$ cat src/design/tmd_pkg.sv
package tmd_pkg;

  localparam int unsigned DedxW   = 24;
  localparam int unsigned EnergyW = 24;
  localparam int unsigned StepW   = 20;
  localparam int unsigned CoordW  = 16;
  localparam int unsigned HalfW   = 15;
  localparam int unsigned FracW   = 5;
  localparam int unsigned CountW  = 9;
  localparam int unsigned CfgIdxW = 2;

  localparam logic [CfgIdxW-1:0] REG_HALF_WIDTH  = 2'd0;
  localparam logic [CfgIdxW-1:0] REG_HALF_LENGTH = 2'd1;
  localparam logic [CfgIdxW-1:0] REG_KEEP_NUM    = 2'd2;
  localparam logic [CfgIdxW-1:0] REG_KEEP_DEN    = 2'd3;

  localparam logic [HalfW-1:0] HALF_WIDTH_RST  = 15'd2600;
  localparam logic [HalfW-1:0] HALF_LENGTH_RST = 15'd2500;
  localparam logic [FracW-1:0] KEEP_NUM_RST    = 5'd3;
  localparam logic [FracW-1:0] KEEP_DEN_RST    = 5'd5;

  // divider operand selection
  localparam logic [1:0] SEL_HIT   = 2'd0;
  localparam logic [1:0] SEL_KEEP  = 2'd1;
  localparam logic [1:0] SEL_PLAIN = 2'd2;
  localparam logic [1:0] SEL_TRIM  = 2'd3;

  typedef struct packed {
    logic [EnergyW-1:0]       hit_energy_ev;
    logic [StepW-1:0]         hit_step_um;
    logic signed [CoordW-1:0] hit_x_mm;
    logic signed [CoordW-1:0] hit_y_mm;
    logic signed [CoordW-1:0] hit_z_mm;
    logic                     hit_secondary;
    logic                     last_hit;
  } hit_t;

  typedef struct packed {
    logic [CountW-1:0] hits_used;
    logic [DedxW-1:0]  plain_mean;
    logic [CountW-1:0] kept_count;
    logic [DedxW-1:0]  trimmed_mean;
    logic              plain_valid;
    logic              trimmed_valid;
    logic              hits_overflowed;
  } res_t;

  typedef struct packed {
    logic       take;
    logic       set_ovf;
    logic       div_start;
    logic [1:0] div_sel;
    logic       store;
    logic       latch_k;
    logic       latch_p;
    logic       load_vi;
    logic       scan;
    logic       acc;
    logic       latch_t;
    logic       load_out;
  } cmd_t;

  typedef struct packed {
    logic hit_ok;
    logic full;
    logic last;
    logic k_zero;
    logic div_done;
    logic scan_done;
    logic i_last;
    logic out_busy;
  } sts_t;

  // magnitude of a two's complement coordinate, one bit wider
  function automatic logic [CoordW:0] coord_mag(input logic signed [CoordW-1:0] c);
    logic [CoordW:0] e;
    e = {c[CoordW-1], c};
    return c[CoordW-1] ? (~e + 1'b1) : e;
  endfunction

endpackage

$ cat src/design/tmd_ctrl.sv
module tmd_ctrl (
  input  logic          clk,
  input  logic          rst_n,
  input  logic          in_valid,
  output logic          in_ready,
  input  tmd_pkg::sts_t sts,
  output tmd_pkg::cmd_t cmd
);
  import tmd_pkg::*;

  localparam logic [3:0] S_IDLE   = 4'd0;
  localparam logic [3:0] S_JUDGE  = 4'd1;
  localparam logic [3:0] S_HDIV   = 4'd2;
  localparam logic [3:0] S_KSTART = 4'd3;
  localparam logic [3:0] S_KDIV   = 4'd4;
  localparam logic [3:0] S_PSTART = 4'd5;
  localparam logic [3:0] S_PDIV   = 4'd6;
  localparam logic [3:0] S_RDI    = 4'd7;
  localparam logic [3:0] S_LDI    = 4'd8;
  localparam logic [3:0] S_SCAN   = 4'd9;
  localparam logic [3:0] S_ACC    = 4'd10;
  localparam logic [3:0] S_TSTART = 4'd11;
  localparam logic [3:0] S_TDIV   = 4'd12;
  localparam logic [3:0] S_OUT    = 4'd13;

  logic [3:0] state_r, state_nxt;

  assign in_ready = (state_r == S_IDLE);

  always_comb begin
    cmd       = '0;
    state_nxt = state_r;
    unique case (state_r)
      S_IDLE: begin
        if (in_valid) begin
          cmd.take  = 1'b1;
          state_nxt = S_JUDGE;
        end
      end
      S_JUDGE: begin
        if (sts.hit_ok && !sts.full) begin
          cmd.div_start = 1'b1;
          cmd.div_sel   = SEL_HIT;
          state_nxt     = S_HDIV;
        end else begin
          cmd.set_ovf = sts.hit_ok;
          state_nxt   = sts.last ? S_KSTART : S_IDLE;
        end
      end
      S_HDIV: begin
        cmd.div_sel = SEL_HIT;
        if (sts.div_done) begin
          cmd.store = 1'b1;
          state_nxt = sts.last ? S_KSTART : S_IDLE;
        end
      end
      S_KSTART: begin
        cmd.div_start = 1'b1;
        cmd.div_sel   = SEL_KEEP;
        state_nxt     = S_KDIV;
      end
      S_KDIV: begin
        if (sts.div_done) begin
          cmd.latch_k = 1'b1;
          state_nxt   = S_PSTART;
        end
      end
      S_PSTART: begin
        cmd.div_start = 1'b1;
        cmd.div_sel   = SEL_PLAIN;
        state_nxt     = S_PDIV;
      end
      S_PDIV: begin
        if (sts.div_done) begin
          cmd.latch_p = 1'b1;
          state_nxt   = sts.k_zero ? S_TSTART : S_RDI;
        end
      end
      S_RDI: state_nxt = S_LDI;
      S_LDI: begin
        cmd.load_vi = 1'b1;
        state_nxt   = S_SCAN;
      end
      S_SCAN: begin
        cmd.scan = 1'b1;
        if (sts.scan_done) state_nxt = S_ACC;
      end
      S_ACC: begin
        cmd.acc   = 1'b1;
        state_nxt = sts.i_last ? S_TSTART : S_RDI;
      end
      S_TSTART: begin
        cmd.div_start = 1'b1;
        cmd.div_sel   = SEL_TRIM;
        state_nxt     = S_TDIV;
      end
      S_TDIV: begin
        if (sts.div_done) state_nxt = S_OUT;
      end
      S_OUT: begin
        // hold the quotient until the previous result has left
        if (!sts.out_busy) begin
          cmd.latch_t  = 1'b1;
          cmd.load_out = 1'b1;
          state_nxt    = S_IDLE;
        end
      end
      default: state_nxt = S_IDLE;
    endcase
  end

  always_ff @(posedge clk) begin
    if (!rst_n) state_r <= S_IDLE;
    else        state_r <= state_nxt;
  end
endmodule

$ cat config.mk
export PLATFORM = sky130hd
export DESIGN_NAME = tmd_ctrl
export DESIGN_NICKNAME = d
export VERILOG_FILES = /design/src/design/tmd_pkg.sv /design/src/design/tmd_ctrl.sv
export SDC_FILE = /design/constraint.sdc
export NUM_CORES = 1
export LEC_CHECK = 0
export BUFFER_PORTS_ARGS = -buffer_cell sky130_fd_sc_hd__buf_2
export CORE_AREA = 10 10 47 49
export DETAILED_ROUTE_END_ITERATION = 10
export DIE_AREA = 0 0 57 59
export GPL_TIMING_DRIVEN = 1
export PLACE_DENSITY = 0.77
export SLEW_MARGIN = 10
export SYNTH_ARGS = -nofsm -noshare
export SYNTH_HDL_FRONTEND = slang
export SYNTH_SLANG_ARGS = --single-unit
$ cat constraint.sdc
create_clock -name clk -period 3.9 [get_ports clk]
set_input_delay 0.39 -clock clk [delete_from_list [all_inputs] [get_ports clk]]
set_output_delay 0.39 -clock clk [all_outputs]
set_load 0.02 [all_outputs]
==> summary.md, run 1 <==
| Metric | Value |
|---|---|
| Root buf cell | `clkbuf_4` |
| Yosys reg bits | `4` |
| Hold Crit Depth | `2` |
| Mapped Area | `a little over 500 sq um` |
| Status | `finished clean` |
| Clk_skew | `0.00234 ns` |
| TritonRoute pass-1 iters | `4` |
| Worst r2r src | `state_r[2]` |
| Slew Limit Fails | `0` |
| First-pass GRT wire length | `2370 microns` |
| Vias in the first global route | `approximately 570` |
| Starting Density | `36.9%` |
| Worst Reg-to-Reg Cells | `4` |
| RSZ-0062 raised after global routing | `false` |
| Die height | `between 50 and 60 microns` |
| Post-synthesis area per instance | `about 6.7 sq um` |
| Cell Area, Placed | `607 sq um` |
| GP Congestion | `around 0.86` |
| Hold Buf Count CTS | `0` |
| Clk buf depth | `2` |
| Clk_lat worst skew | `around 0.23 ns` |
| Crit Path Class | `flip-flop to output port` |
| Cells after Synth | `77` |
| Post-route ant nets | `0` |
| Worst setup SP type | `flip-flop` |
| Via-per-instance ratio | `approximately 5.6` |
| Total gr overflow | `0` |
| Largest net degree at the start of global routing | `23` |
| Num CTS Buffers | `3` |
| Synthesis Warnings | `0` |
| Slew headroom | `between 50% and 60%` |
| Worst-path clk slew | `0.04 ns` |
| PD cells | `around 260 mW/mm^2` |
| Routed wire per std cell | `about 13 microns` |
| Critical path required time | `between 3 and 4 ns` |
| Core area | `~0.0014 sq mm` |
| Crit path from | `state_r[1]` |
| Post-detail-place hpwl | `~1100 microns` |
| Most flop-heavy register | `state_r` |
| CP endpoint kind | `output port` |
| Finish-stage setup viols | `0` |
| ANT cells | `0` |
| VDD IR-drop max | `about 83 uV` |
| Total Die Area | `between 0.003 and 0.004 sq mm` |
| H-tree depth | `1` |
| Final hold vios | `0` |
| Post-CTS Resized | `0` |
| Global Route Usage Sum | `under 10%` |
| Postcts setup bufs | `0` |
| Max reg flops | `4` |
| Clock tree sinks | `4` |
| # nets final | `roughly 110` |
| Fin crit share | `a little over half` |
| Initial antenna violation count | `0` |
| Fillers | `157` |
| Hold Crit Class | `input port to flip-flop` |
| Final instance area | `about 630 sq um` |
| Crit path to | `cmd[5]` |
| DRC viols | `0` |
| CTS tree | `yes` |
| Final min period | `~2.1 ns` |
| Worst-Margin Slew | `between 0.6 and 0.7 ns` |
| Cell Rows | `14` |
| Vias | `620` |
| Layout cells sized above 1 | `32.6%` |
| Port buffer count | `24` |
| Leak pwr | `around 0.0003 uW` |
| Unique cell type count in the Yosys netlist | `33` |
| Area growth from synthesis to layout | `21.8%` |
| Biggest regs | `state_r (4)` |
| Die W | `around 57 microns` |
| Starting DRT DRC Count | `9` |
| Total Neg Setup Slack | `0 ns` |
| Ports | `25` |
| FF-to-FF setup slack | `~2.1 ns` |
| Syn_nets | `88` |
| Pwr Total | `167 uW` |
| Reg2reg end | `state_r[2]` |
| Worst Path Arrival | `1.67 ns` |
| Sequential element share of the synthesized area | `15.5%` |
| Crit Path Max Fanout | `16` |
| Max cap viols | `0` |
| Highest clock rate | `approximately 0.49 GHz` |
| Drt total wl | `around 1500 microns` |
==> final cells by class <==
cell class	instances	area (sq um)	share of cell area [%]
inverters	4	15.0	2.39
clock buffers	3	22.5	3.58
flip-flops and latches	4	80.1	12.7
well taps	16	20.0	3.18
multi-input cells	60	372	59.0
repair buffers	24	120	19.1
==> cell usage after synthesis <==
cell type  count  area (sq um)
a2111oi_2      1          15.0
a21boi_1       1          7.51
a21oi_1        4          20.0
a221o_1        1          10.0
a221oi_1       1          8.76
a31o_2         1          8.76
and2_1         2          12.5
and4_1         1          8.76
buf_2          4          20.0
buf_4          3          22.5
clkbuf_1       2          7.51
dfxtp_1        4          80.1
inv_1          4          15.0
nand2_1        9          33.8
nand2b_1       4          25.0
nand3b_1       1          7.51
nor2_1         7          26.3
nor2b_1        2          12.5
nor3_1         6          30.0
nor3b_1        1          7.51
nor4_1         1          6.26
nor4_2         1          12.5
o2111a_1       1          11.3
o2111ai_1      1          8.76
o211a_1        1          10.0
o21ai_0        5          25.0
o221a_1        1          11.3
o221a_2        1          11.3
o22ai_1        2          12.5
o31ai_1        1          7.51
or2_1          1          6.26
or3_1          1          6.26
xnor2_1        1          8.76
==> critical path, stage by stage, from the launching register on <==
cell and delay, ns:
dfxtp_1 0.64, inv_1 0.17, nor2_1 0.17, nand2_1 0.09, nor3b_1 0.17, buf_2 0.19
==> metal layers <==
layer / track usage, % / routed length, microns
met1: 11.0 / 719
met2: 12.1 / 687
met3: 1.72 / 60
met4: 4.03 / 13
met5: 0 / 0
==> kinds of logic after synthesis <==
family	synth area share, %
flip-flops	15.5
XOR/XNOR	1.70
AND/OR/NAND/NOR	37.8
AO/OA/AOI/OAI	32.4
buffers and inverters	12.6
==> stage by stage <==
step	std cells	hold slack (ns)	util [%]	setup slack, ns
6_report	111	0.445	44.9	1.84
5_1_grt	111	0.450	44.9	1.67
4_1_cts	111	0.441	44.9	1.83
3_5_place_dp	108	0.686	43.3	2.09
3_3_place_gp	108	0.688	43.3	2.13
2_1_floorplan	77	0.532	-	1.94
==> report_power, final <==
| group | switching, uW | internal (uW) |
|---|---|---|
| clock network | 16.7 | 34.4 |
| logic | 31.0 | 26.6 |
| registers | 13.9 | 44.0 |
| total | 61.6 | 105 |
==> how the worst min path moves through the flow <==
| stage | slack, ns | to | from |
|---|---|---|---|
| global route | 0.45 | state_r[0] | rst_n |
| floorplan | 0.53 | state_r[2] | rst_n |
| global placement | 0.69 | state_r[2] | rst_n |
| CTS | 0.44 | state_r[2] | rst_n |
| finish | 0.45 | state_r[0] | rst_n |
| detailed placement | 0.69 | state_r[2] | rst_n |
==> layout by cell type (no fill, tap or decap), types with 2 or more instances in the layout <==
master    instances
buf_2            24
nand2_1           9
nor2_1            7
nor3_1            6
o21ai_0           5
nand2b_1          4
inv_1             4
a21oi_1           4
dfxtp_1           4
clkbuf_4          3
and2_1            2
nor2b_1           2
o22ai_1           2
Power figures use the tool's default switching activity.
==> run 2: changes to the inputs <==
==> constraint.sdc (replaced) <==
create_clock -name clk -period 1.9 [get_ports clk]
set_input_delay 0.19 -clock clk [delete_from_list [all_inputs] [get_ports clk]]
set_output_delay 0.19 -clock clk [all_outputs]
set_load 0.02 [all_outputs]
==> summary.md, run 2 (synthesis results as in run 1) <==
| Metric | Value |
|---|---|
| Post-route ant nets | `0` |
| Largest net degree at the start of global routing | `21` |
| Slowest cell on crit path | `dfxtp_1` |
| Crit Path Max Fanout | `14` |
| PD cells | `537 mW/mm^2` |
| Pint | `around 220 uW` |
| Drt total wl | `between 1500 and 2000 microns` |
| TritonRoute pass-1 iters | `4` |
| Initial antenna violation count | `0` |
| Critical path required time | `between 1.5 and 2 ns` |
| Net Sw Frac | `~37%` |
| Cell Rows | `14` |
| Comb pwr share | `between 30% and 40%` |
| Fillers | `between 150 and 200` |
| Leak pwr | `about 0.0003 uW` |
| Worst setup SP type | `flip-flop` |
| Status | `finished clean` |
| Die W | `around 57 microns` |
| WL met3 | `roughly 100 microns` |
| Global Route Usage Sum | `around 8.5%` |
| Slew Limit Fails | `0` |
| ANT cells | `0` |
| Via-per-instance ratio | `approximately 5.5` |
| Clock tree sinks | `4` |
| Multi-input logic area | `roughly 370 sq um` |
| Fin crit share | `approximately nine tenths` |
| Routed wire per std cell | `between 10 and 15 microns` |
| Total Neg Setup Slack | `0 ns` |
| Switch Pwr | `approximately 130 uW` |
| Root buf cell | `clkbuf_4` |
| Max cap viols | `0` |
| Final hold vios | `0` |
| Total Die Area | `approximately 0.0034 sq mm` |
| Num CTS Buffers | `3` |
| Most flop-heavy register | `state_r` |
| Hold Crit Class | `input port to flip-flop` |
| Sequential power share | `a little over a third` |
| CTS tree | `yes` |
| Layout cells sized above 1 | `~35%` |
| DR top layer | `met3` |
| Starting Density | `approximately 37%` |
| Area growth from synthesis to layout | `23.7%` |
| Slowest stage delay, CP | `0.43 ns` |
| Worst-Margin Slew | `0.582 ns` |
| Reg area | `approximately 83 sq um` |
| Final min period | `~1.7 ns` |
| WL met1 | `between 600 and 700 microns` |
| Clock network power share | `a little under a third` |
| Total gr overflow | `0` |
| Highest clock rate | `between 0.5 and 0.6 GHz` |
| Vias | `620` |
| GP Congestion | `approximately 0.82` |
| Crit Path Class | `flip-flop to output port` |
| Starting DRT DRC Count | `13` |
| Most frequent cells in the layout | `24 x buf_2, 9 x nand2_1, 7 x nor2_1, 6 x nor3_1, 5 x o21ai_0` |
| Port buffer count | `24` |
| Final core utilization | `a little under half` |
| Ports | `25` |
| DRC viols | `0` |
| Clk buf depth | `2` |
| RSZ-0062 raised after global routing | `false` |
| Max reg flops | `4` |
| Biggest regs | `state_r (4)` |
| VDD IR-drop max | `about 480 uV` |
| Worst Path Arrival | `around 1.6 ns` |
| Core area | `~0.0014 sq mm` |
| CP endpoint kind | `output port` |
| Crit path cell chain | `buf_4 -> nand2b_1 -> nor4_1 -> buf_2` |
| Slew headroom | `around three fifths` |
| Commonest non-fill, non-tap cell in the layout | `buf_2` |
| Clk_lat worst skew | `between 0.2 and 0.25 ns` |
| Post-detail-place hpwl | `1200 microns` |
| Wire length on met2 | `slightly above 700 microns` |
| Vias in the first global route | `roughly 580` |
| First-pass GRT wire length | `roughly 2400 microns` |
| Clk_skew | `around 0.00085 ns` |
| # nets final | `109` |
| Worst-path clk slew | `around 0.04 ns` |
| Finish-stage setup viols | `0` |
| H-tree depth | `1` |
| Die height | `59 microns` |
## run 2: cell types whose count changed in the layout (fill, tap and decap cells not counted), sizes merged
cell / previous run / this run
buf: 24 / 25
## run 2: metal layers
metal | vias up | GRT usage (%)
li1 | 314 | -
met1 | 285 | 9.68
met2 | 21 | 14.1
met3 | 0 | 4.72
met4 | 0 | 1.01
met5 | - | 0
## run 2: power by group through the flow
stage          Clock (uW)  Combinational (uW)  Sequential [uW]
6_report              104                 119              120
5_1_grt               119                 133              123
4_1_cts               109                 120              118
3_5_place_dp            0                 120              120
3_3_place_gp            0                 119              119
2_1_floorplan           0                 111             94.0
## run 2: final cells by class
type	instances	share of cell area [%]
Sequential cell	4	12.9
Multi-Input combinational cell	60	58.1
Tap cell	16	3.13
Clock buffer	3	3.52
Timing Repair Buffer	25	20.0
Inverter	4	2.35
## run 2: stage by stage
step | hold slack (ns) | instance area [sq um] | cells | worst slack [ns] | total power [uW]
after CTS | 0.238 | 637 | 112 | 0.00816 | 347
after global routing | 0.231 | 639 | 112 | 0.0540 | 374
after floorplan | 0.332 | 517 | 77 | 0.138 | 205
after global placement | 0.488 | 614 | 109 | 0.215 | 237
after detailed placement | 0.485 | 614 | 109 | 0.192 | 239
final | 0.243 | 639 | 112 | 0.152 | 343
## run 2: path summary, 6_finish.rpt
kind	from	to	slack [ns]	cells after the start
worst max-delay path	state_r[2]	cmd[11]	0.15	4
worst min-delay path	rst_n	state_r[0]	0.24	2
worst max register to register	state_r[3]	state_r[1]	0.23	4
worst min register to register	state_r[1]	state_r[1]	0.62	2
## run 2: critical path, delay by kind of cell (launching register included)
| kind | cells | cell delay, ns |
|---|---|---|
| buffers and inverters | 2 | 0.45 |
| DFF | 1 | 0.43 |
| and+or+nand+nor | 2 | 0.44 |
## run 2: what timing repair did
action,4_1_cts,5_1_grt
gates resized for setup,0,2
setup buffers,0,0
hold buffers,0,0
endpoints found under the setup margin,0,5
